File: config.mk
export PLATFORM = sky130hd
export DESIGN_NAME = rsa_char_modexp_cipher_top_flat
export DESIGN_NICKNAME = d
export VERILOG_FILES = /design/src/rtl/core/rcmc_pkg.sv /design/src/rtl/core/rcmc_if.sv /design/src/rtl/core/rcmc_datapath.sv /design/src/rtl/core/rcmc_ctrl.sv /design/src/rtl/core/rsa_char_modexp_cipher_top.sv /design/src/flat_wrapper.sv
export SDC_FILE = /design/constraint.sdc
export NUM_CORES = 1
export LEC_CHECK = 0
export ABC_CLOCK_PERIOD_IN_PS = 14800
export BUFFER_PORTS_ARGS = -buffer_cell sky130_fd_sc_hd__buf_2
export CORE_MARGIN = 3
export CORE_UTILIZATION = 48
export CTS_CLUSTER_SIZE = 28
export DETAILED_ROUTE_END_ITERATION = 8
export PLACE_DENSITY_LB_ADDON = 0.12
export SYNTH_ARGS = -nofsm -noshare
export SYNTH_HDL_FRONTEND = slang
export SYNTH_SLANG_ARGS = --single-unit
File: constraint.sdc
create_clock -name clk -period 14.8 [get_ports clk]
set_input_delay 2.96 -clock clk [delete_from_list [all_inputs] [get_ports clk]]
set_output_delay 2.96 -clock clk [all_outputs]
set_load 0.01 [all_outputs]
File: src/rtl/core/rcmc_pkg.sv
package rcmc_pkg;

  localparam int MOD_W       = 16;
  localparam int CFG_W       = 16;
  localparam int CFG_IDX_W   = 2;
  localparam int CHAR_W      = 7;
  localparam int RES_W       = 17;
  localparam int OUT_CHAR_W  = 8;
  localparam int EXP_W       = 16;
  localparam int CHAR_OFFSET = 96;

  localparam int DIV_W     = (2 * MOD_W > RES_W) ? 2 * MOD_W : RES_W;
  localparam int RED_CNT_W = $clog2(DIV_W);
  localparam int EXP_CNT_W = $clog2(EXP_W);

  localparam logic OP_ENCRYPT = 1'b0;
  localparam logic OP_DECRYPT = 1'b1;

  typedef enum logic [CFG_IDX_W-1:0] {
    REG_MODULUS  = 2'd0,
    REG_PUB_EXP  = 2'd1,
    REG_PRIV_EXP = 2'd2
  } cfg_reg_t;

  typedef enum logic [3:0] {
    DP_NOP,
    DP_LOAD,
    DP_ONE,
    DP_ZERO,
    DP_SQ,
    DP_MUL,
    DP_RED,
    DP_WB_B,
    DP_WB_R,
    DP_SHIFT,
    DP_FINISH
  } dp_op_t;

  typedef struct packed {
    logic exp_zero;
    logic n_zero;
    logic exp_msb;
  } dp_status_t;

endpackage

File: src/rtl/core/rcmc_if.sv
interface rcmc_item_if;
  logic                             valid;
  logic                             ready;
  logic                             op;
  logic [rcmc_pkg::CHAR_W-1:0]      char_in;
  logic signed [rcmc_pkg::RES_W-1:0] residue_in;

  modport source (output valid, op, char_in, residue_in, input ready);
  modport sink (input valid, op, char_in, residue_in, output ready);
endinterface

interface rcmc_result_if;
  logic                                valid;
  logic                                ready;
  logic signed [rcmc_pkg::RES_W-1:0]   residue_out;
  logic [rcmc_pkg::OUT_CHAR_W-1:0]     char_out;

  modport source (output valid, residue_out, char_out, input ready);
  modport sink (input valid, residue_out, char_out, output ready);
endinterface

interface rcmc_cfg_if;
  logic                           valid;
  logic                           ready;
  logic [rcmc_pkg::CFG_IDX_W-1:0] index;
  logic [rcmc_pkg::CFG_W-1:0]     data;

  modport source (output valid, index, data, input ready);
  modport sink (input valid, index, data, output ready);
endinterface

File: src/rtl/core/rcmc_datapath.sv
module rcmc_datapath (
  input  logic                                clk,
  input  logic                                rst,
  rcmc_cfg_if.sink                            cfg,
  input  logic                                op,
  input  logic [rcmc_pkg::CHAR_W-1:0]         char_in,
  input  logic signed [rcmc_pkg::RES_W-1:0]   residue_in,
  input  rcmc_pkg::dp_op_t                    cmd,
  output rcmc_pkg::dp_status_t                status,
  output logic signed [rcmc_pkg::RES_W-1:0]   residue_out,
  output logic [rcmc_pkg::OUT_CHAR_W-1:0]     char_out
);

  logic [rcmc_pkg::CFG_W-1:0]     modulus;
  logic [rcmc_pkg::CFG_W-1:0]     pub_exp;
  logic [rcmc_pkg::CFG_W-1:0]     priv_exp;

  logic                           neg;
  logic                           exp_odd;
  logic [rcmc_pkg::EXP_W-1:0]     exp;
  logic [rcmc_pkg::MOD_W-1:0]     n;
  logic [rcmc_pkg::MOD_W-1:0]     b;
  logic [rcmc_pkg::MOD_W-1:0]     r;
  logic [rcmc_pkg::DIV_W-1:0]     div;
  logic [rcmc_pkg::MOD_W-1:0]     rem;
  logic [rcmc_pkg::RES_W-1:0]     res;

  logic                           enc_neg;
  logic [rcmc_pkg::RES_W-1:0]     enc_mag;
  logic [rcmc_pkg::RES_W-1:0]     rin_u;
  logic                           dec_neg;
  logic [rcmc_pkg::RES_W-1:0]     dec_mag;
  logic [rcmc_pkg::EXP_W-1:0]     sel_exp;

  logic [rcmc_pkg::MOD_W:0]       rem_sh;
  logic [rcmc_pkg::MOD_W:0]       n_ext;
  logic [rcmc_pkg::MOD_W:0]       rem_diff;
  logic [rcmc_pkg::MOD_W-1:0]     rem_new;

  logic [rcmc_pkg::MOD_W-1:0]     mul_b;
  logic [2*rcmc_pkg::MOD_W-1:0]   prod;

  logic [rcmc_pkg::RES_W-1:0]     r_ext;

  assign cfg.ready = 1'b1;

  always_ff @(posedge clk) begin
    if (rst) begin
      modulus  <= rcmc_pkg::CFG_W'(143);
      pub_exp  <= rcmc_pkg::CFG_W'(7);
      priv_exp <= rcmc_pkg::CFG_W'(103);
    end else if (cfg.valid) begin
      case (rcmc_pkg::cfg_reg_t'(cfg.index))
        rcmc_pkg::REG_MODULUS:  modulus  <= cfg.data;
        rcmc_pkg::REG_PUB_EXP:  pub_exp  <= cfg.data;
        rcmc_pkg::REG_PRIV_EXP: priv_exp <= cfg.data;
        default: ;
      endcase
    end
  end

  // signed base: character minus offset, or the raw residue
  always_comb begin
    enc_neg = char_in < rcmc_pkg::CHAR_W'(rcmc_pkg::CHAR_OFFSET);
    enc_mag = enc_neg ?
      rcmc_pkg::RES_W'(rcmc_pkg::CHAR_OFFSET) - rcmc_pkg::RES_W'(char_in) :
      rcmc_pkg::RES_W'(char_in) - rcmc_pkg::RES_W'(rcmc_pkg::CHAR_OFFSET);
    rin_u   = residue_in;
    dec_neg = rin_u[rcmc_pkg::RES_W-1];
    dec_mag = dec_neg ? rcmc_pkg::RES_W'(0) - rin_u : rin_u;
    sel_exp = (op == rcmc_pkg::OP_DECRYPT) ? priv_exp : pub_exp;
  end

  // one restoring remainder step per cycle
  always_comb begin
    rem_sh   = {rem, div[rcmc_pkg::DIV_W-1]};
    n_ext    = {1'b0, n};
    rem_diff = rem_sh - n_ext;
    rem_new  = (rem_sh >= n_ext) ? rem_diff[rcmc_pkg::MOD_W-1:0] :
                                   rem_sh[rcmc_pkg::MOD_W-1:0];
  end

  always_comb begin
    mul_b = (cmd == rcmc_pkg::DP_MUL) ? b : r;
    prod  = (2*rcmc_pkg::MOD_W)'(r) * (2*rcmc_pkg::MOD_W)'(mul_b);
    r_ext = rcmc_pkg::RES_W'(r);
  end

  always_ff @(posedge clk) begin
    case (cmd)
      rcmc_pkg::DP_LOAD: begin
        neg     <= (op == rcmc_pkg::OP_DECRYPT) ? dec_neg : enc_neg;
        div     <= rcmc_pkg::DIV_W'((op == rcmc_pkg::OP_DECRYPT) ? dec_mag : enc_mag);
        rem     <= '0;
        exp     <= sel_exp;
        exp_odd <= sel_exp[0];
        n       <= rcmc_pkg::MOD_W'(modulus);
      end
      rcmc_pkg::DP_ONE:  res <= rcmc_pkg::RES_W'(1);
      rcmc_pkg::DP_ZERO: res <= '0;
      rcmc_pkg::DP_SQ, rcmc_pkg::DP_MUL: begin
        div <= rcmc_pkg::DIV_W'(prod);
        rem <= '0;
      end
      rcmc_pkg::DP_RED: begin
        div <= div << 1;
        rem <= rem_new;
      end
      rcmc_pkg::DP_WB_B: begin
        b <= rem;
        r <= rcmc_pkg::MOD_W'(1);
      end
      rcmc_pkg::DP_WB_R:  r <= rem;
      rcmc_pkg::DP_SHIFT: exp <= exp << 1;
      rcmc_pkg::DP_FINISH: begin
        res <= (neg && exp_odd && (r != '0)) ? rcmc_pkg::RES_W'(0) - r_ext : r_ext;
      end
      default: ;
    endcase
  end

  assign status.exp_zero = (exp == '0);
  assign status.n_zero   = (n == '0);
  assign status.exp_msb  = exp[rcmc_pkg::EXP_W-1];

  assign residue_out = res;
  assign char_out    = rcmc_pkg::OUT_CHAR_W'(res + rcmc_pkg::RES_W'(rcmc_pkg::CHAR_OFFSET));

endmodule

File: src/rtl/core/rcmc_ctrl.sv
module rcmc_ctrl (
  input  logic                  clk,
  input  logic                  rst,
  input  logic                  item_valid,
  output logic                  item_ready,
  output logic                  result_valid,
  input  logic                  result_ready,
  input  rcmc_pkg::dp_status_t  status,
  output rcmc_pkg::dp_op_t      cmd
);

  typedef enum logic [3:0] {
    S_IDLE,
    S_CHECK,
    S_SQ,
    S_MUL,
    S_RED,
    S_WB,
    S_NEXT,
    S_FIN,
    S_OUT
  } state_t;

  typedef enum logic [1:0] {
    PH_BASE,
    PH_SQ,
    PH_MUL
  } phase_t;

  state_t                           state;
  phase_t                           phase;
  logic [rcmc_pkg::RED_CNT_W-1:0]   red_cnt;
  logic [rcmc_pkg::EXP_CNT_W-1:0]   bit_cnt;

  always_ff @(posedge clk) begin
    if (rst) begin
      state   <= S_IDLE;
      phase   <= PH_BASE;
      red_cnt <= '0;
      bit_cnt <= '0;
    end else begin
      case (state)
        S_IDLE: begin
          if (item_valid) begin
            state <= S_CHECK;
          end
        end
        S_CHECK: begin
          if (status.exp_zero || status.n_zero) begin
            state <= S_OUT;
          end else begin
            state   <= S_RED;
            phase   <= PH_BASE;
            red_cnt <= '0;
            bit_cnt <= '0;
          end
        end
        S_SQ: begin
          state   <= S_RED;
          phase   <= PH_SQ;
          red_cnt <= '0;
        end
        S_MUL: begin
          state   <= S_RED;
          phase   <= PH_MUL;
          red_cnt <= '0;
        end
        S_RED: begin
          if (red_cnt == rcmc_pkg::RED_CNT_W'(rcmc_pkg::DIV_W - 1)) begin
            state <= S_WB;
          end else begin
            red_cnt <= red_cnt + 1'b1;
          end
        end
        S_WB: begin
          case (phase)
            PH_BASE: state <= S_SQ;
            PH_SQ:   state <= status.exp_msb ? S_MUL : S_NEXT;
            default: state <= S_NEXT;
          endcase
        end
        S_NEXT: begin
          if (bit_cnt == rcmc_pkg::EXP_CNT_W'(rcmc_pkg::EXP_W - 1)) begin
            state <= S_FIN;
          end else begin
            bit_cnt <= bit_cnt + 1'b1;
            state   <= S_SQ;
          end
        end
        S_FIN: state <= S_OUT;
        S_OUT: begin
          if (result_ready) begin
            state <= S_IDLE;
          end
        end
        default: state <= S_IDLE;
      endcase
    end
  end

  always_comb begin
    case (state)
      S_IDLE:  cmd = item_valid ? rcmc_pkg::DP_LOAD : rcmc_pkg::DP_NOP;
      S_CHECK: cmd = status.exp_zero ? rcmc_pkg::DP_ONE :
                     status.n_zero   ? rcmc_pkg::DP_ZERO : rcmc_pkg::DP_NOP;
      S_SQ:    cmd = rcmc_pkg::DP_SQ;
      S_MUL:   cmd = rcmc_pkg::DP_MUL;
      S_RED:   cmd = rcmc_pkg::DP_RED;
      S_WB:    cmd = (phase == PH_BASE) ? rcmc_pkg::DP_WB_B : rcmc_pkg::DP_WB_R;
      S_NEXT:  cmd = rcmc_pkg::DP_SHIFT;
      S_FIN:   cmd = rcmc_pkg::DP_FINISH;
      default: cmd = rcmc_pkg::DP_NOP;
    endcase
  end

  assign item_ready   = (state == S_IDLE);
  assign result_valid = (state == S_OUT);

endmodule

File: src/rtl/core/rsa_char_modexp_cipher_top.sv
// Character RSA engine: one item at a time. Each item is raised to the public
// (encrypt) or private (decrypt) exponent modulo the modulus by square-and-multiply
// over all 16 exponent bits, MSB first, on one shared multiplier followed by a
// bit-serial remainder unit that retires one dividend bit per cycle. An item is
// loaded and checked, its base reduced, then each exponent bit takes a square and
// a reduction, plus a multiply and a reduction if the bit is set; the result then
// waits to be taken. A zero exponent gives 1, else a zero modulus gives 0. The
// next item is taken only after the result is delivered. Registers are to be
// written through cfg only while no item is in flight (up to the user): index 0
// modulus, 1 public exponent, 2 private exponent; other indexes are ignored.
module rsa_char_modexp_cipher_top (
  input  logic             clk,
  input  logic             rst,
  rcmc_item_if.sink        item,
  rcmc_result_if.source    result,
  rcmc_cfg_if.sink         cfg
);

  rcmc_pkg::dp_op_t     cmd;
  rcmc_pkg::dp_status_t status;

  rcmc_ctrl u_ctrl (
    .clk          (clk),
    .rst          (rst),
    .item_valid   (item.valid),
    .item_ready   (item.ready),
    .result_valid (result.valid),
    .result_ready (result.ready),
    .status       (status),
    .cmd          (cmd)
  );

  rcmc_datapath u_datapath (
    .clk         (clk),
    .rst         (rst),
    .cfg         (cfg),
    .op          (item.op),
    .char_in     (item.char_in),
    .residue_in  (item.residue_in),
    .cmd         (cmd),
    .status      (status),
    .residue_out (result.residue_out),
    .char_out    (result.char_out)
  );

endmodule
File: src/flat_wrapper.sv
// flat-port wrapper written by rule: the top's interface ports become plain ports
module rsa_char_modexp_cipher_top_flat 
  (clk, rst, item_valid, item_op, item_char_in, item_residue_in, item_ready, result_valid, result_residue_out, result_char_out, result_ready, cfg_valid, cfg_index, cfg_data, cfg_ready);
  rcmc_item_if item_i ();
  rcmc_result_if result_i ();
  rcmc_cfg_if cfg_i ();
  input  logic clk;
  input  logic rst;
  input wire logic [$bits(item_i.valid)-1:0] item_valid;
  input wire logic [$bits(item_i.op)-1:0] item_op;
  input wire logic [$bits(item_i.char_in)-1:0] item_char_in;
  input wire logic [$bits(item_i.residue_in)-1:0] item_residue_in;
  output wire logic [$bits(item_i.ready)-1:0] item_ready;
  output wire logic [$bits(result_i.valid)-1:0] result_valid;
  output wire logic [$bits(result_i.residue_out)-1:0] result_residue_out;
  output wire logic [$bits(result_i.char_out)-1:0] result_char_out;
  input wire logic [$bits(result_i.ready)-1:0] result_ready;
  input wire logic [$bits(cfg_i.valid)-1:0] cfg_valid;
  input wire logic [$bits(cfg_i.index)-1:0] cfg_index;
  input wire logic [$bits(cfg_i.data)-1:0] cfg_data;
  output wire logic [$bits(cfg_i.ready)-1:0] cfg_ready;
  assign item_i.valid = item_valid;
  assign item_i.op = item_op;
  assign item_i.char_in = item_char_in;
  assign item_i.residue_in = item_residue_in;
  assign item_ready = item_i.ready;
  assign result_valid = result_i.valid;
  assign result_residue_out = result_i.residue_out;
  assign result_char_out = result_i.char_out;
  assign result_i.ready = result_ready;
  assign cfg_i.valid = cfg_valid;
  assign cfg_i.index = cfg_index;
  assign cfg_i.data = cfg_data;
  assign cfg_ready = cfg_i.ready;
  rsa_char_modexp_cipher_top u_core (.clk(clk), .rst(rst), .item(item_i), .result(result_i), .cfg(cfg_i));
endmodule
* Yosys cells after proc, flatten, opt, wreduce, memory -nomap -nowiden
Index checks and enable logic that the tools add are counted.
** Storage, ports and cells
- Memory bits (writable) :: 0
- Input port bits :: 48
- Register bits after elaboration :: 194
- Output and inout bits :: 28
- Bits in latches :: 0
- ROM bits :: 0
- Memories kept :: 0
** Cells by class
- Reductions and logical operators :: 27
- Magnitude comparators :: 2
- $add $sub $neg :: 8
- Muxes and demuxes :: 34
- Equal/unequal tests :: 29
- Div/mod/pow operators :: 0
- Shifts and indexed selects :: 0
- Bitwise operators :: 0
- Multiply operators :: 1
** Operator list (count)
- 16-bit case mux with 2 select lines :: 3
- 32-bit case mux with 3 select lines :: 1
- 17-bit 2-to-1 mux :: 4
- 4-bit case mux with 8 select lines :: 2
- 17-bit case mux with 3 select lines :: 1
- 16-bit 2-to-1 mux :: 3
- 4-bit by 3-bit equality test with 1-bit output, second input constant :: 8
- 16-bit zero test :: 2
- 16-bit by 16-bit multiplier with 32-bit output :: 1
- 4-bit 2-to-1 mux :: 7
- 4-bit equality test, second input constant :: 5
- 17-bit by 16-bit >= comparator with 1-bit output :: 1
- 1-bit by 16-bit subtractor with 17-bit output, first input constant :: 1
- 1-bit by 17-bit subtractor with 17-bit output, first input constant :: 1
- 4-bit by 2-bit equality test with 1-bit output, second input constant :: 4
- 16-bit nonzero test :: 1
- 16-bit subtractor :: 1
- 5-bit case mux with 3 select lines :: 1
- 3-bit nonzero test :: 4
- 5-bit 2-to-1 mux :: 2
- 2-bit != test, second input constant :: 5
- 3-bit AND reduction :: 3
- 8-bit by 7-bit adder with 8-bit output, second input constant :: 1
- 4-bit by 1-bit equality test with 1-bit output, second input constant :: 2
- 23 further kinds :: 37

* Depth between registers and ports, before layout
Gate-level depths: netlist of the first run.
- Depth after elaboration :: 8
- Gate-level depth with buffers :: 28
- Gate-level depth less buffers :: 24

* Hierarchy
Synthesis of the first run repeated with hierarchy kept, for this count alone.
** Second synthesis, totals
- Cell total of the unflattened synthesis :: 1987
- Area total of the unflattened synthesis :: 18500.2 µm²
** By module, submodules not included
- rcmc_datapath :: cells an instance 1861, times used 1, area an instance 17511.8 µm²
- rcmc_ctrl :: cells an instance 126, times used 1, area an instance 988.4 µm²

* Worst setup path before layout of the first run
OpenSTA, ideal clock, no wires.
- Path kind :: register -> register
- Start point :: reg u_core.u_ctrl.state[2]
- End point :: reg u_core.u_datapath.div[31] (netlist name), data pin
- Setup time :: 266 ps
- Cell stages (with the launch flop) :: 26
- Setup slack :: 7627 ps
- Arrival :: 6908 ps
- Clock period less this slack :: 7173 ps
- Cells stage by stage :: dfxtp_1 > nor2_1 > and3_1 > clkbuf_1 > buf_1 > nand2_1 > nand2_1 > clkbuf_1 > nand2_1 > fa_1 > inv_1 > fa_1 > fa_1 > fa_1 > fa_1 > inv_1 > fa_1 > inv_1 > ha_1 > clkbuf_1 > nand4_1 > or3_1 > or3_1 > o21ai_1 > xnor2_1 > o21ai_1
** On the way
- Cells in the longest elaborated chain, start to end :: 6
- Elaborated cells on any way between the ends :: 17
- Those cells by class :: 1 x mul; 11 x eq/ne; 3 x mux; 2 x reduce/logical
** RTL lines
- from (decl) :: line rcmc_ctrl.sv:30 : state_t state;
- from (signal assigned) :: line rcmc_ctrl.sv:78 : PH_SQ: state <= status.exp_msb ? S_MUL : S_NEXT;
- 4-bit by 3-bit equality test with 1-bit output (tied with other cells) :: line rcmc_ctrl.sv:102 : case (state)
- 4-bit case mux with 8 select lines * :: line rcmc_ctrl.sv:102
- 4-bit by 3-bit equality test with 1-bit output :: line rcmc_datapath.sv:84, rcmc_datapath.sv:90
- 16-bit 2-to-1 mux :: line rcmc_datapath.sv:84 : mul_b = (cmd == rcmc_pkg::DP_MUL) ? b : r;
- 16-bit by 16-bit multiplier with 32-bit output :: line rcmc_datapath.sv:85 : prod = (2*rcmc_pkg::MOD_W)'(r) * (2*rcmc_pkg::MOD_W)'(mul_b);
- 32-bit case mux with 3 select lines * :: line rcmc_datapath.sv:90 : case (cmd)
- to (signal assigned) :: line rcmc_datapath.sv:93 : div <= rcmc_pkg::DIV_W'((op == rcmc_pkg::OP_DECRYPT) ? dec_mag : enc_mag);
- to (signal assigned) :: line rcmc_datapath.sv:102 : div <= rcmc_pkg::DIV_W'(prod);
- to (signal assigned) :: line rcmc_datapath.sv:106 : div <= div << 1;
- to (decl) :: line rcmc_datapath.sv:24 : logic [rcmc_pkg::DIV_W-1:0] div;
Every way passes the cells marked *; elsewhere a longest branch is shown, timed or not.
A chain may end at the register's enable or synchronous reset.

* Worst setup path after layout of the first run
- Start point :: reg u_core.u_ctrl.state[2]
- End point :: reg u_core.u_datapath.div[24] (netlist name), data pin
The elaborated chain is that of the path after synthesis.

==> results.env, run 1 <==
YOSYS.AREA.TOP_TYPE='sky130_fd_sc_hd__edfxtp_1'
FINALWORSTPATHREQUIREDPERIOD_NS=8.13
SYN_AVG_CELL_AREA_UM2=9.14
ANTENNA_LEFT=0
GLOBALROUTETOTALUTIL_PCT=23.0
CRITICAL_PATH.MOST_COMMON_CELL='sky130_fd_sc_hd__fa_1'
IOPINCOUNT=76
ENDPOINT_KIND='flop'
FINAL.SETUP.TNS_NS=0
OUTCOME='complete, no violations'
PLACEMENT.SETUP.WORST_SLACK_NS=6.78
HOLD_VIOL=0
MAX_FREQ_MHz=123
CRITICAL_PATH_CLASS='reg2reg'
CRIT_REQUIRED_NS=14.99
CLOCK_SINKS=194
FINALSETUPVIOLCOUNT=0
DIE_H_UM=201
HTREE_NUM_LEVELS=4
DRT_PASS1_ITERATIONS=5
SYNTHADDERAREAFRAC_PCT=30.1
CLOCK_PATH_BUFFERS=2
POSTCTSRESIZEDCELLS=0
CRITPATHLAUNCHTYPE='flop'
DRC=0
DETAIL_ROUTE.ITER0.VIOLATIONS=924
CRIT_PATH_MAX_INCR_DELAY_NS=0.78
RELSLEWSLACK_PCT=21.2
FIN_NETS=2377
TRITONCTS='built'
POSTLAYOUTSETUPSLACKWORST_NS=6.67
ROUTE.FINAL.WIRE_LENGTH_MM=45.6
SYNTH_COMPOUND_AREA_SHARE_PCT=9.52
NETLIST-CELL-TYPE-COUNT=63
CELLPOWERDENSITY_nW_PER_UM2=73.4
CRITICAL_PATH.SLOWEST_CELL='sky130_fd_sc_hd__nand3_1'
SYNTH_SIMPLE_GATE_AREA_SHARE_PCT=18.3
YS_SEQ_ELEMENTS=194
SYNTH.YOSYS.WARNINGS=0
CORE_UM2=37000
SEQUENCE_OF_CELLS_ON_THE_CRITICAL_PATH='nor2_1, nand3_1, nand2_1, nand2_1, and2_1, fa_1, inv_1, fa_1, inv_1, fa_1, fa_1, fa_1, inv_1, fa_1, inv_1, ha_1, a21oi_1, o211ai_1, a221oi_1, o21ai_1, a211oi_1, xor2_1, o21ai_1'
YOSYS-TOP-CELLS-AREA='sky130_fd_sc_hd__edfxtp_1 (22%), sky130_fd_sc_hd__fa_1 (21%), sky130_fd_sc_hd__ha_1 (8.8%)'
DPL.HPWL_MM=35.7
START_UTIL_PCT=49.3
POSTCTSHOLDBUFS=0
RSZ_0062_RAISED_AFTER_GLOBAL_ROUTING='false'
SYNTH_XOR_XNOR_AREA_SHARE_PCT=3.36
WORST_EP_ARRIVAL_TIME_NS=8.32
CRITPATHMAXFANOUT=28
GP_ROUTABILITY_CONGESTION=0.877
SYNTH_EDF_COUNT=131
WIRE_PER_INST_UM=18.1
SYNTH_CELLS=1999
ASYNC_RESET_FF_SHARE_PCT=0
SYNTH.MUX.AREA_FRACTION_PCT=2.43
TIMING.HOLD.WORST.CLASS='reg2reg'
COMBINATIONAL_FAMILY_WITH_THE_MOST_AREA_AFTER_SYNTHESIS='adder cells'
GRT_PASS1_WL_MM=73.8
CTS.REPAIR_TIMING.SETUP_BUFFER_COUNT=0
SYNTHFLOPTYPE='sky130_fd_sc_hd__edfxtp_1'
SYNTH-SEQ-AREA-SHARE_PCT=28.4
VDD_IR_DROP_MAX_uV=115
CTS_INSERTED_BUFFERS=17
GRT_PASS1_VIAS=13900
MAX_CAP_VIOLATIONS=0
TIGHTEST_SLEW_NS=1.18
ROW_COUNT=70
ANTENNA_FOUND_INITIAL=0
FINAL.PERIOD_UTILIZATION_PCT=54.9
SYNTH_TOP_AREA_SHARE_PCT=21.5
LAYOUT-DRIVE-GT1-SHARE_PCT=6.88
VIAS=13700
CLOCK_TREE.ROOT_CELL='sky130_fd_sc_hd__clkbuf_16'
SLEW_VIOLATIONS=0
AREA.GROWTH.SYNTH_TO_FINAL_PCT=7.32
DIODES=0
AGGREGATE_GLOBAL_ROUTING_OVERFLOW=0
POWER.STATIC_LEAKAGE_nW=8.46
WORST_SETUP_HOLD_PATH_CLK_SLEW_NS=0.08
DESIGN.DIE.AREA_UM2=40400
VIAS_PER_CELL=5.44
SYNTHESIS.NETS=2370
GRT_MAX_DEGREE=56
DIE-WIDTH_UM=201
WORST_SKEW_PAIR_LATENCY_NS=0.45
PLACEDINSTANCEAREA_UM2=19000
IO_BUFFERS=74
POST_ROUTE_CELL_AREA_UM2=19600
WORST_CLOCK_SKEW_NS=0.0138
LAYOUT.CORE_UTILIZATION_PCT=52.9
SYN-CELL-AREA_UM2=18300
## logic make-up (layout without fill, tap and decap cells)
| family | count (synthesis) | in the layout |
|---|---|---|
| fa+ha+maj | 323 | 323 |
| buf+inv | 372 | 392 |
| other cells | 1 | 1 |
| simple gates | 708 | 708 |
| compound gates | 287 | 287 |
| xor+xnor | 70 | 70 |
| mux | 44 | 44 |
| flops | 194 | 194 |
## per-stage QoR
| stage | power (mW) | instances | hold WS [ns] |
|---|---|---|---|
| after floorplan | 0.885 | 1999 | 0.408 |
| after global placement | 0.968 | 2491 | 0.414 |
| after detailed placement | 0.974 | 2491 | 0.417 |
| after CTS | 1.45 | 2523 | 0.422 |
| after global routing | 1.51 | 2523 | 0.425 |
| final | 1.44 | 2523 | 0.424 |
## worst max-delay path, delay by kind of cell (launching register included)
family	cells	cell delay (ns)
adder cells (fa/ha/maj)	7	3.57
XOR/XNOR	1	0.17
buffers and inverters	4	0.22
AND/OR/NAND/NOR	5	2.09
flip-flops	1	0.41
AO/OA/AOI/OAI	6	1.37
## Yosys cell counts (6+ instances only)
cell                       instances
sky130_fd_sc_hd__clkbuf_1         98
sky130_fd_sc_hd__and2_1           86
sky130_fd_sc_hd__o31ai_1          15
sky130_fd_sc_hd__o21ai_0          74
sky130_fd_sc_hd__nor2_1           82
sky130_fd_sc_hd__buf_4             6
sky130_fd_sc_hd__nor2b_1          50
sky130_fd_sc_hd__a21oi_1          95
sky130_fd_sc_hd__or3_1            11
sky130_fd_sc_hd__o21a_1           13
sky130_fd_sc_hd__o21ai_1          17
sky130_fd_sc_hd__inv_1           265
sky130_fd_sc_hd__xor2_1           32
sky130_fd_sc_hd__mux2i_1          42
sky130_fd_sc_hd__o221ai_1          8
sky130_fd_sc_hd__a211oi_1          6
sky130_fd_sc_hd__a21o_1            9
sky130_fd_sc_hd__nand3_1          15
sky130_fd_sc_hd__dfxtp_1          63
sky130_fd_sc_hd__nor3_1           22
sky130_fd_sc_hd__edfxtp_1        131
sky130_fd_sc_hd__a31oi_1          10
sky130_fd_sc_hd__nand2_1         352
sky130_fd_sc_hd__nor4_1           15
sky130_fd_sc_hd__o211ai_1          7
sky130_fd_sc_hd__fa_1            195
sky130_fd_sc_hd__ha_1            128
sky130_fd_sc_hd__xnor2_1          38
sky130_fd_sc_hd__nand4_1          14
sky130_fd_sc_hd__and3_1           11
sky130_fd_sc_hd__nand2b_1         18
sky130_fd_sc_hd__nand3b_1         15
## layout make-up
type / count / area (um2)
inverters: 265 / 995
fillers: 3489 / 17400
repair buffers: 95 / 528
flip-flops and latches: 194 / 5190
well taps: 504 / 631
clock buffers: 20 / 447
clock inverters: 12 / 144
multi-input cells: 1433 / 11700
## final timing paths
path | slack (ns) | startpoint | end | cells past startpoint
worst max-delay path | 6.67 | u_core.u_ctrl.state[2]$_SDFFE_PP0P_ | u_core.u_datapath.div[24]$_DFFE_PP_ | 23
worst min-delay path | 0.42 | u_core.u_datapath.modulus[0]$_SDFFE_PP1P_ | u_core.u_datapath.n[0]$_DFFE_PP_ | 0
worst max register to register | 6.67 | u_core.u_ctrl.state[2]$_SDFFE_PP0P_ | u_core.u_datapath.div[24]$_DFFE_PP_ | 23
worst min register to register | 0.42 | u_core.u_datapath.modulus[0]$_SDFFE_PP1P_ | u_core.u_datapath.n[0]$_DFFE_PP_ | 0
## registers in the layout, summed over array words and instances (netlist names)
signal                         count
u_core.u_ctrl.phase                2
u_core.u_ctrl.bit_cnt              4
u_core.u_datapath.modulus         16
u_core.u_ctrl.red_cnt              5
u_core.u_datapath.rem             16
u_core.u_datapath.r               16
u_core.u_datapath.div             32
u_core.u_datapath.exp             16
u_core.u_datapath.n               16
u_core.u_datapath.priv_exp        16
u_core.u_datapath.exp_odd          1
u_core.u_datapath.b               16
u_core.u_datapath.pub_exp         16
u_core.u_datapath.residue_out     17
u_core.u_datapath.neg              1
u_core.u_ctrl.state                4
## cell usage in the layout, fill, tap and decap left out, types with 19 or more instances in the layout
master                     synthesis  final
sky130_fd_sc_hd__a21oi_1          95     95
sky130_fd_sc_hd__nor3_1           22     19
sky130_fd_sc_hd__nor2_1           82     82
sky130_fd_sc_hd__fa_1            195    195
sky130_fd_sc_hd__dfxtp_1          63     63
sky130_fd_sc_hd__xnor2_1          38     38
sky130_fd_sc_hd__and2_1           86     86
sky130_fd_sc_hd__mux2i_1          42     42
sky130_fd_sc_hd__nand2_1         352    352
sky130_fd_sc_hd__buf_4             6     21
sky130_fd_sc_hd__o21ai_0          74     74
sky130_fd_sc_hd__nor2b_1          50     50
sky130_fd_sc_hd__edfxtp_1        131    131
sky130_fd_sc_hd__xor2_1           32     32
sky130_fd_sc_hd__buf_2             0     74
sky130_fd_sc_hd__ha_1            128    128
sky130_fd_sc_hd__inv_1           265    265
## metal layers
metal | vias to the layer above | share of wire (%) | wire length [um] | GRT usage (%)
met5 | - | 0 | 0 | 0
met1 | 6784 | 42 | 19400 | 29.9
met2 | 352 | 51 | 23100 | 39.9
met4 | 0 | 2.6 | 1180 | 7.43
li1 | 6535 | - | - | -
met3 | 55 | 4.4 | 2010 | 2.76
## power by group
group	internal, mW	total, mW	leakage (nW)	switching, mW
clock	0.258	0.477	0.291	0.219
combinational	0.114	0.297	6.42	0.183
sequential	0.635	0.665	1.75	0.0300
total	1.01	1.44	8.46	0.432
No activity file was read; power rests on OpenSTA's default activity.
==> run 2: changes to the inputs <==
--- a/config.mk
+++ b/config.mk
@@ -5,7 +5,7 @@
 export SDC_FILE = /design/constraint.sdc
 export NUM_CORES = 1
 export LEC_CHECK = 0
-export ABC_CLOCK_PERIOD_IN_PS = 14800
+export ABC_CLOCK_PERIOD_IN_PS = 7800
 export BUFFER_PORTS_ARGS = -buffer_cell sky130_fd_sc_hd__buf_2
 export CORE_MARGIN = 3
 export CORE_UTILIZATION = 48
==> constraint.sdc (replaced) <==
create_clock -name clk -period 7.8 [get_ports clk]
set_input_delay 1.56 -clock clk [delete_from_list [all_inputs] [get_ports clk]]
set_output_delay 1.56 -clock clk [all_outputs]
set_load 0.01 [all_outputs]
==> run 2 against run 1 <==
  * Via count is essentially flat
  * Hold slack improved by 0.0051 ns
  * Maximum frequency rose by 9.8%
  * Largest cell class unchanged
  * Cell area rose by 1.2%
  * Global-route usage fell by 0.14 points
  * Critical path type unchanged
  * Combinational power is 91% higher
  * Highest routed layer is now met5
  * Die area unchanged
==> results.env, run 2 (synthesis results as in run 1) <==
OUTCOME='complete, no violations'
LARGEST_REG_FLOPS=32
PLACEDINSTANCEAREA_UM2=19200
HOLD_VIOL=0
WORST_SKEW_PAIR_LATENCY_NS=0.45
WORST_SETUP_HOLD_PATH_CLK_SLEW_NS=0.08
TIMING.HOLD.WORST.START='u_core.u_datapath.modulus[1]$_SDFFE_PP1P_'
DRT_PASS1_ITERATIONS=7
ANTENNA_LEFT=0
CLOCK_PATH_BUFFERS=2
POST_ROUTE_CELL_AREA_UM2=19800
CRITPATHLAUNCHTYPE='flop'
ROW_COUNT=70
POSTLAYOUTSETUPSLACKWORST_NS=0.398
RELSLEWSLACK_PCT=21.3
CORE_UM2=37000
REGTOREGENDPOINT='u_core.u_datapath.div[29]$_DFFE_PP_'
SEQUENTIALPOWERSHARE_PCT=46.1
WORST_REG2REG_PATH_STARTPOINT='u_core.u_ctrl.state[2]$_SDFFE_PP0P_'
DIE_H_UM=201
COMBPWRFRAC_PCT=20.8
WORST_HOLD_SLACK_ACROSS_ALL_ENDPOINTS_NS=0.429
START_UTIL_PCT=49.3
POST_LAYOUT_NONFILLER_INSTANCES=2547
POSTCTSHOLDBUFS=0
IO_BUFFERS=74
CELLINTERNALPOWER_mW=1.91
ENDPOINT_KIND='flop'
WORSTHOLDPATHCELLS=0
IOPINCOUNT=76
FINALSETUPVIOLCOUNT=0
FINAL.PERIOD_UTILIZATION_PCT=94.9
GRT_PASS1_WL_MM=73.7
MAX_CAP_VIOLATIONS=0
GRT_MAX_DEGREE=56
DIODES=0
POWER.STATIC_LEAKAGE_nW=8.59
TIMING.HOLD.WORST.CLASS='reg2reg'
FIN_NETS=2401
CTS.REPAIR_TIMING.SETUP_BUFFER_COUNT=0
HTREE_NUM_LEVELS=4
CELLPOWERDENSITY_nW_PER_UM2=137
DRC=0
CRITICAL_PATH_CLASS='reg2reg'
FINAL_CELL_MIX='sky130_fd_sc_hd__nand2_1 (349), sky130_fd_sc_hd__inv_1 (265), sky130_fd_sc_hd__fa_1 (195)'
REGTOREGSETUPSLACK_NS=0.40
VIAS=13700
VIAS_PER_CELL=5.38
POST-PLACE-CELLS=2515
WORST_HOLD_PATH.ENDPOINT='u_core.u_datapath.n[1]$_DFFE_PP_'
GRT_PASS1_VIAS=14000
GP_ROUTABILITY_CONGESTION=0.920
FINALWORSTPATHREQUIREDPERIOD_NS=7.40
AREA.GROWTH.SYNTH_TO_FINAL_PCT=8.56
LAYOUT_COMMONEST_CELL='sky130_fd_sc_hd__nand2_1'
CRITPATHMAXFANOUT=11
DETAIL_ROUTE.ITER0.VIOLATIONS=780
ROUTE.FINAL.WIRE_LENGTH_MM=45.3
P_SW_SHARE_PCT=30.0
ANTENNA_FOUND_INITIAL=1
FINAL.SETUP.TNS_NS=0
TOTAL_SWITCHING_POWER_mW=0.815
TIGHTEST_SLEW_NS=1.17
POSTCTSRESIZEDCELLS=0
DIE-WIDTH_UM=201
CTS_INSERTED_BUFFERS=17
CLKPWRFRAC_PCT=33.1
DPL.HPWL_MM=36.5
CRIT_REQUIRED_NS=7.97
DESIGN.DIE.AREA_UM2=40400
CLOCK_TREE.ROOT_CELL='sky130_fd_sc_hd__clkbuf_16'
SLEW_VIOLATIONS=0
WORST_CLOCK_SKEW_NS=0.0120
VDD_IR_DROP_MAX_uV=185
R2R.WORST_PATH.CELLS=24
AGGREGATE_GLOBAL_ROUTING_OVERFLOW=0
PLACEMENT.SETUP.WORST_SLACK_NS=0.205
GLOBALROUTETOTALUTIL_PCT=22.8
MAX_FREQ_MHz=135
RSZ_0062_RAISED_AFTER_GLOBAL_ROUTING='false'
TRITONCTS='built'
CLOCK_SINKS=194
LAYOUT-DRIVE-GT1-SHARE_PCT=8.27
TOP_REGISTER='u_core.u_datapath.div'
WORST_EP_ARRIVAL_TIME_NS=7.57
WIRE_PER_INST_UM=17.8
## run 2: changes by cell type in the layout (fill, tap and decap cells not counted), moves of 2 or more
cell,change
sky130_fd_sc_hd__buf_4,+22
sky130_fd_sc_hd__clkinvlp_4,+3
sky130_fd_sc_hd__nand2_1,-3
sky130_fd_sc_hd__nand2_2,+3
sky130_fd_sc_hd__buf_12,+2
sky130_fd_sc_hd__clkbuf_1,-2
sky130_fd_sc_hd__clkinv_4,+2
sky130_fd_sc_hd__inv_6,-2
## run 2: layout make-up
cell class	instances	area, um2
Fill cell	3474	17200
Multi-Input combinational cell	1433	11700
Sequential cell	194	5190
Inverter	265	995
Timing Repair Buffer	119	733
Tap cell	504	631
Clock buffer	17	425
Clock inverter	15	178
## run 2: metrics by stage
stage	util, %	total power, mW
global route	53.5	2.86
finish	53.5	2.72
detailed placement	51.9	1.84
floorplan	-	1.68
CTS	53.5	2.75
global placement	51.9	1.84
## run 2: worst max path at each step
stage,slack (ns),from,endpoint
global route,0.04,u_core.u_ctrl.state[2]$_SDFFE_PP0P_,u_core.u_datapath.div[28]$_DFFE_PP_
global placement,0.32,u_core.u_ctrl.state[2]$_SDFFE_PP0P_,u_core.u_datapath.div[28]$_DFFE_PP_
CTS,0.18,u_core.u_ctrl.state[2]$_SDFFE_PP0P_,u_core.u_datapath.div[24]$_DFFE_PP_
finish,0.40,u_core.u_ctrl.state[2]$_SDFFE_PP0P_,u_core.u_datapath.div[29]$_DFFE_PP_
detailed placement,0.20,u_core.u_ctrl.state[2]$_SDFFE_PP0P_,u_core.u_datapath.div[24]$_DFFE_PP_
floorplan,0.63,u_core.u_ctrl.state[2]$_SDFFE_PP0P_,u_core.u_datapath.div[31]$_DFFE_PP_
## run 2: power by group through the flow
stage                     Clock [mW]  Combinational (mW)  Sequential [mW]
after floorplan                    0               0.425             1.25
after global placement             0               0.561             1.28
after detailed placement           0               0.568             1.28
after CTS                      0.924               0.571             1.25
after global routing           0.962               0.638             1.26
final                          0.900               0.567             1.25
## run 2: critical path, stage by stage (launching register included)
cell	delay, ns
sky130_fd_sc_hd__dfxtp_1	0.32
sky130_fd_sc_hd__nor2_1	0.28
sky130_fd_sc_hd__and3_2	0.39
sky130_fd_sc_hd__mux2i_1	0.34
sky130_fd_sc_hd__buf_4	0.24
sky130_fd_sc_hd__nor2b_1	0.08
sky130_fd_sc_hd__fa_1	0.53
sky130_fd_sc_hd__inv_1	0.05
sky130_fd_sc_hd__fa_1	0.57
sky130_fd_sc_hd__fa_1	0.45
sky130_fd_sc_hd__fa_1	0.53
sky130_fd_sc_hd__inv_1	0.07
sky130_fd_sc_hd__fa_1	0.53
sky130_fd_sc_hd__inv_1	0.06
sky130_fd_sc_hd__fa_1	0.56
sky130_fd_sc_hd__inv_1	0.06
sky130_fd_sc_hd__ha_1	0.36
sky130_fd_sc_hd__and3_1	0.25
sky130_fd_sc_hd__o211ai_1	0.11
sky130_fd_sc_hd__a31oi_1	0.43
sky130_fd_sc_hd__o41ai_2	0.13
sky130_fd_sc_hd__buf_4	0.18
sky130_fd_sc_hd__o31ai_1	0.30
sky130_fd_sc_hd__mux2i_1	0.24
sky130_fd_sc_hd__o21ai_1	0.07
## run 2: metal layers
layer,part of all wire [%],wire length (um),track usage (%)
met1,42,18900,28.7
met2,51,23300,40.5
met3,3.9,1750,3.23
met4,3.0,1380,7.50
met5,0.029,13,0
==> run 3: changes to the inputs <==
--- a/config.mk
+++ b/config.mk
@@ -5,12 +5,14 @@
 export SDC_FILE = /design/constraint.sdc
 export NUM_CORES = 1
 export LEC_CHECK = 0
+export ABC_AREA = 1
 export ABC_CLOCK_PERIOD_IN_PS = 7800
 export BUFFER_PORTS_ARGS = -buffer_cell sky130_fd_sc_hd__buf_2
 export CORE_MARGIN = 3
 export CORE_UTILIZATION = 48
 export CTS_CLUSTER_SIZE = 28
 export DETAILED_ROUTE_END_ITERATION = 8
+export GPL_TIMING_DRIVEN = 0
 export PLACE_DENSITY_LB_ADDON = 0.12
 export SYNTH_ARGS = -nofsm -noshare
 export SYNTH_HDL_FRONTEND = slang
==> run 3 against run 2 <==
  * Hold slack better by 0.017 ns
  * First-iteration DRC count grew 58%
  * Synthesized cell count rose by 27%
  * Clock skew up 0.0027 ns
  * Worst setup slack improved by 0.22 ns
  * Global-route usage grew 4.4 points
  * Non-clock buffer count rose by 38
  * Largest cell class unchanged
  * Highest routed layer is now met4
==> results.env, run 3 <==
YS_SEQ_ELEMENTS=194
FINAL.PERIOD_UTILIZATION_PCT=92.1
FIN_NETS=2992
IO_BUFFERS=72
REGTOREGENDPOINT='u_core.u_datapath.div[28]$_DFFE_PP_'
CRIT_PATH_MAX_INCR_DELAY_NS=0.60
WORST_REG2REG_PATH_STARTPOINT='u_core.u_ctrl.state[2]$_SDFFE_PP0P_'
POSTCTSHOLDBUFS=0
RELSLEWSLACK_PCT=41.0
DETAIL_ROUTE.ITER0.VIOLATIONS=1229
DESIGN.DIE.AREA_UM2=42800
LARGEST_REG_FLOPS=32
REGTOREGSETUPSLACK_NS=0.62
AGGREGATE_GLOBAL_ROUTING_OVERFLOW=0
SYNTHTOPCELLSBYCOUNT='sky130_fd_sc_hd__nand2_1 (646), sky130_fd_sc_hd__inv_1 (482), sky130_fd_sc_hd__nor2_1 (322)'
GRT_PASS1_WL_MM=88.6
GRT_MAX_DEGREE=33
MAX_FREQ_MHz=139
CORE_UM2=39300
LAYOUT-DRIVE-GT1-SHARE_PCT=8.31
ANTENNA_FOUND_INITIAL=0
SYNTH_TOP_AREA_SHARE_PCT=20.3
FINALWORSTPATHREQUIREDPERIOD_NS=7.18
YOSYSMOSTFREQUENTCELL='sky130_fd_sc_hd__nand2_1'
MULTI_INPUT_AREA_UM2=11900
HOLD_VIOL=0
CRITICAL_PATH.STARTPOINT='u_core.u_ctrl.state[2]$_SDFFE_PP0P_'
TIMING.HOLD.WORST.CLASS='reg2reg'
N_FILL_CELL=3896
CLOCK_PATH_BUFFERS=2
CLOCK_TREE.ROOT_CELL='sky130_fd_sc_hd__clkbuf_16'
DRC=0
NETLIST-CELL-TYPE-COUNT=54
WORST_SKEW_PAIR_LATENCY_NS=0.47
WORST_EP_ARRIVAL_TIME_NS=7.41
GRT_PASS1_VIAS=16300
SYN_AVG_CELL_AREA_UM2=7.66
MAX_CAP_VIOLATIONS=0
DPL.HPWL_MM=45.6
AREA.GROWTH.SYNTH_TO_FINAL_PCT=8.39
ANTENNA_LEFT=0
POSTCTSRESIZEDCELLS=0
ROUTE.FINAL.WIRE_LENGTH_MM=55.6
CRITPATHLAUNCHTYPE='flop'
DIE-WIDTH_UM=207
CTS.REPAIR_TIMING.SETUP_BUFFER_COUNT=0
SYNTH.YOSYS.WARNINGS=0
IOPINCOUNT=76
HTREE_NUM_LEVELS=4
TIGHTEST_SLEW_NS=0.885
OUTCOME='complete, no violations'
RSZ_0062_RAISED_AFTER_GLOBAL_ROUTING='false'
SYN-CELL-AREA_UM2=19400
ASYNC_RESET_FF_SHARE_PCT=0
FINAL.SETUP.TNS_NS=0
TOP_REGISTER='u_core.u_datapath.div'
YOSYS.AREA.TOP_TYPE='sky130_fd_sc_hd__edfxtp_1'
CRITPATHMAXFANOUT=10
CLOCK_SINKS=194
DIE_H_UM=207
SYNTHESIS.NETS=2900
START_UTIL_PCT=49.3
SYNTHFLOPTYPE='sky130_fd_sc_hd__edfxtp_1'
CRIT_PATH_END='u_core.u_datapath.div[28]$_DFFE_PP_'
FINAL_CELL_MIX='sky130_fd_sc_hd__nand2_1 (645), sky130_fd_sc_hd__inv_1 (482), sky130_fd_sc_hd__nor2_1 (322)'
CRITICAL_PATH.MOST_COMMON_CELL='sky130_fd_sc_hd__nand2_1'
WORST_SETUP_HOLD_PATH_CLK_SLEW_NS=0.08
CRITICAL_PATH.SLOWEST_CELL='sky130_fd_sc_hd__fa_1'
DIODES=0
SYNTH_EDF_COUNT=131
TRITONCTS='built'
CRITICAL_PATH_CLASS='reg2reg'
GP_ROUTABILITY_CONGESTION=0.962
SLEW_VIOLATIONS=0
VIAS_PER_CELL=5.20
ROW_COUNT=72
CTS_INSERTED_BUFFERS=17
DRT_PASS1_ITERATIONS=6
SYNTH_CELLS=2529
VIAS=16400
LAYOUT_COMMONEST_CELL='sky130_fd_sc_hd__nand2_1'
SYNTH-SEQ-AREA-SHARE_PCT=26.8
R2R.WORST_PATH.CELLS=29
FINALSETUPVIOLCOUNT=0
YOSYS-TOP-CELLS-AREA='sky130_fd_sc_hd__edfxtp_1 (20%), sky130_fd_sc_hd__fa_1 (20%), sky130_fd_sc_hd__nand2_1 (13%)'
ENDPOINT_KIND='flop'
GLOBALROUTETOTALUTIL_PCT=27.2
CRIT_REQUIRED_NS=8.03
AREA_USED_BY_SEQUENTIAL_LOGIC_IN_THE_LAYOUT_UM2=5190
WIRE_PER_INST_UM=17.6
WORST_CLOCK_SKEW_NS=0.0146
==> run 3: logic make-up after synthesis <==
kind of cell,share of synthesized area [%]
flops,26.8
other cells,0.0193
fa+ha+maj,28.4
compound gates,6.29
xor+xnor,0.859
buf+inv,12.0
simple gates,25.6
==> run 3: per-stage QoR <==
step                hold WS [ns]  util (%)  setup WS, ns  area [um2]  std cells
finish                     0.446      53.5         0.616       21000       3152
global route               0.459      53.5         0.216       21000       3152
CTS                        0.450      53.5         0.674       21000       3152
detailed placement         0.419      52.0         0.726       20400       3120
global placement           0.416      51.9         0.725       20400       3119
floorplan                  0.403         -          1.79       19400       2529
==> run 3: cell type report <==
type                    count  area share (%)
plain buffers              84            1.98
clock buffers              18            2.04
clock inverters            14           0.804
inverters                 509            9.11
multi-input cells        1742            56.5
flip-flops and latches    194            24.7
well taps                 518            3.09
repair buffers             73            1.77
==> run 3: worst min-delay path by stage <==
stage	startpoint	to	slack (ns)	cells past startpoint
detailed placement	u_core.u_datapath.modulus[13]$_SDFFE_PP0P_	u_core.u_datapath.n[13]$_DFFE_PP_	0.42	0
CTS	u_core.u_datapath.modulus[13]$_SDFFE_PP0P_	u_core.u_datapath.n[13]$_DFFE_PP_	0.45	0
floorplan	u_core.u_datapath.modulus[10]$_SDFFE_PP0P_	u_core.u_datapath.n[10]$_DFFE_PP_	0.40	0
finish	u_core.u_datapath.modulus[13]$_SDFFE_PP0P_	u_core.u_datapath.n[13]$_DFFE_PP_	0.45	0
global route	u_core.u_datapath.modulus[13]$_SDFFE_PP0P_	u_core.u_datapath.n[13]$_DFFE_PP_	0.46	0
global placement	u_core.u_datapath.modulus[13]$_SDFFE_PP0P_	u_core.u_datapath.n[13]$_DFFE_PP_	0.42	0
==> run 3: layer usage <==
layer | vias up | global-route usage (%) | wire (um) | part of all wire [%]
li1 | 7959 | - | - | -
met1 | 7760 | 36.5 | 24300 | 44
met2 | 565 | 44.8 | 25600 | 46
met3 | 91 | 4.66 | 3830 | 6.9
met4 | 0 | 9.58 | 1860 | 3.3
met5 | - | 0 | 0 | 0
==> run 3: critical path, delay by kind of cell, from the launching register on <==
family | cells | cell delay, ns
buf+inv | 8 | 0.96
compound gates | 1 | 0.32
simple gates | 13 | 1.72
flops | 1 | 0.35
fa+ha+maj | 7 | 3.60
Power of run 3 is not shown: default switching activity piles up to over one toggle a cycle in this logic, so the estimate is an artifact.
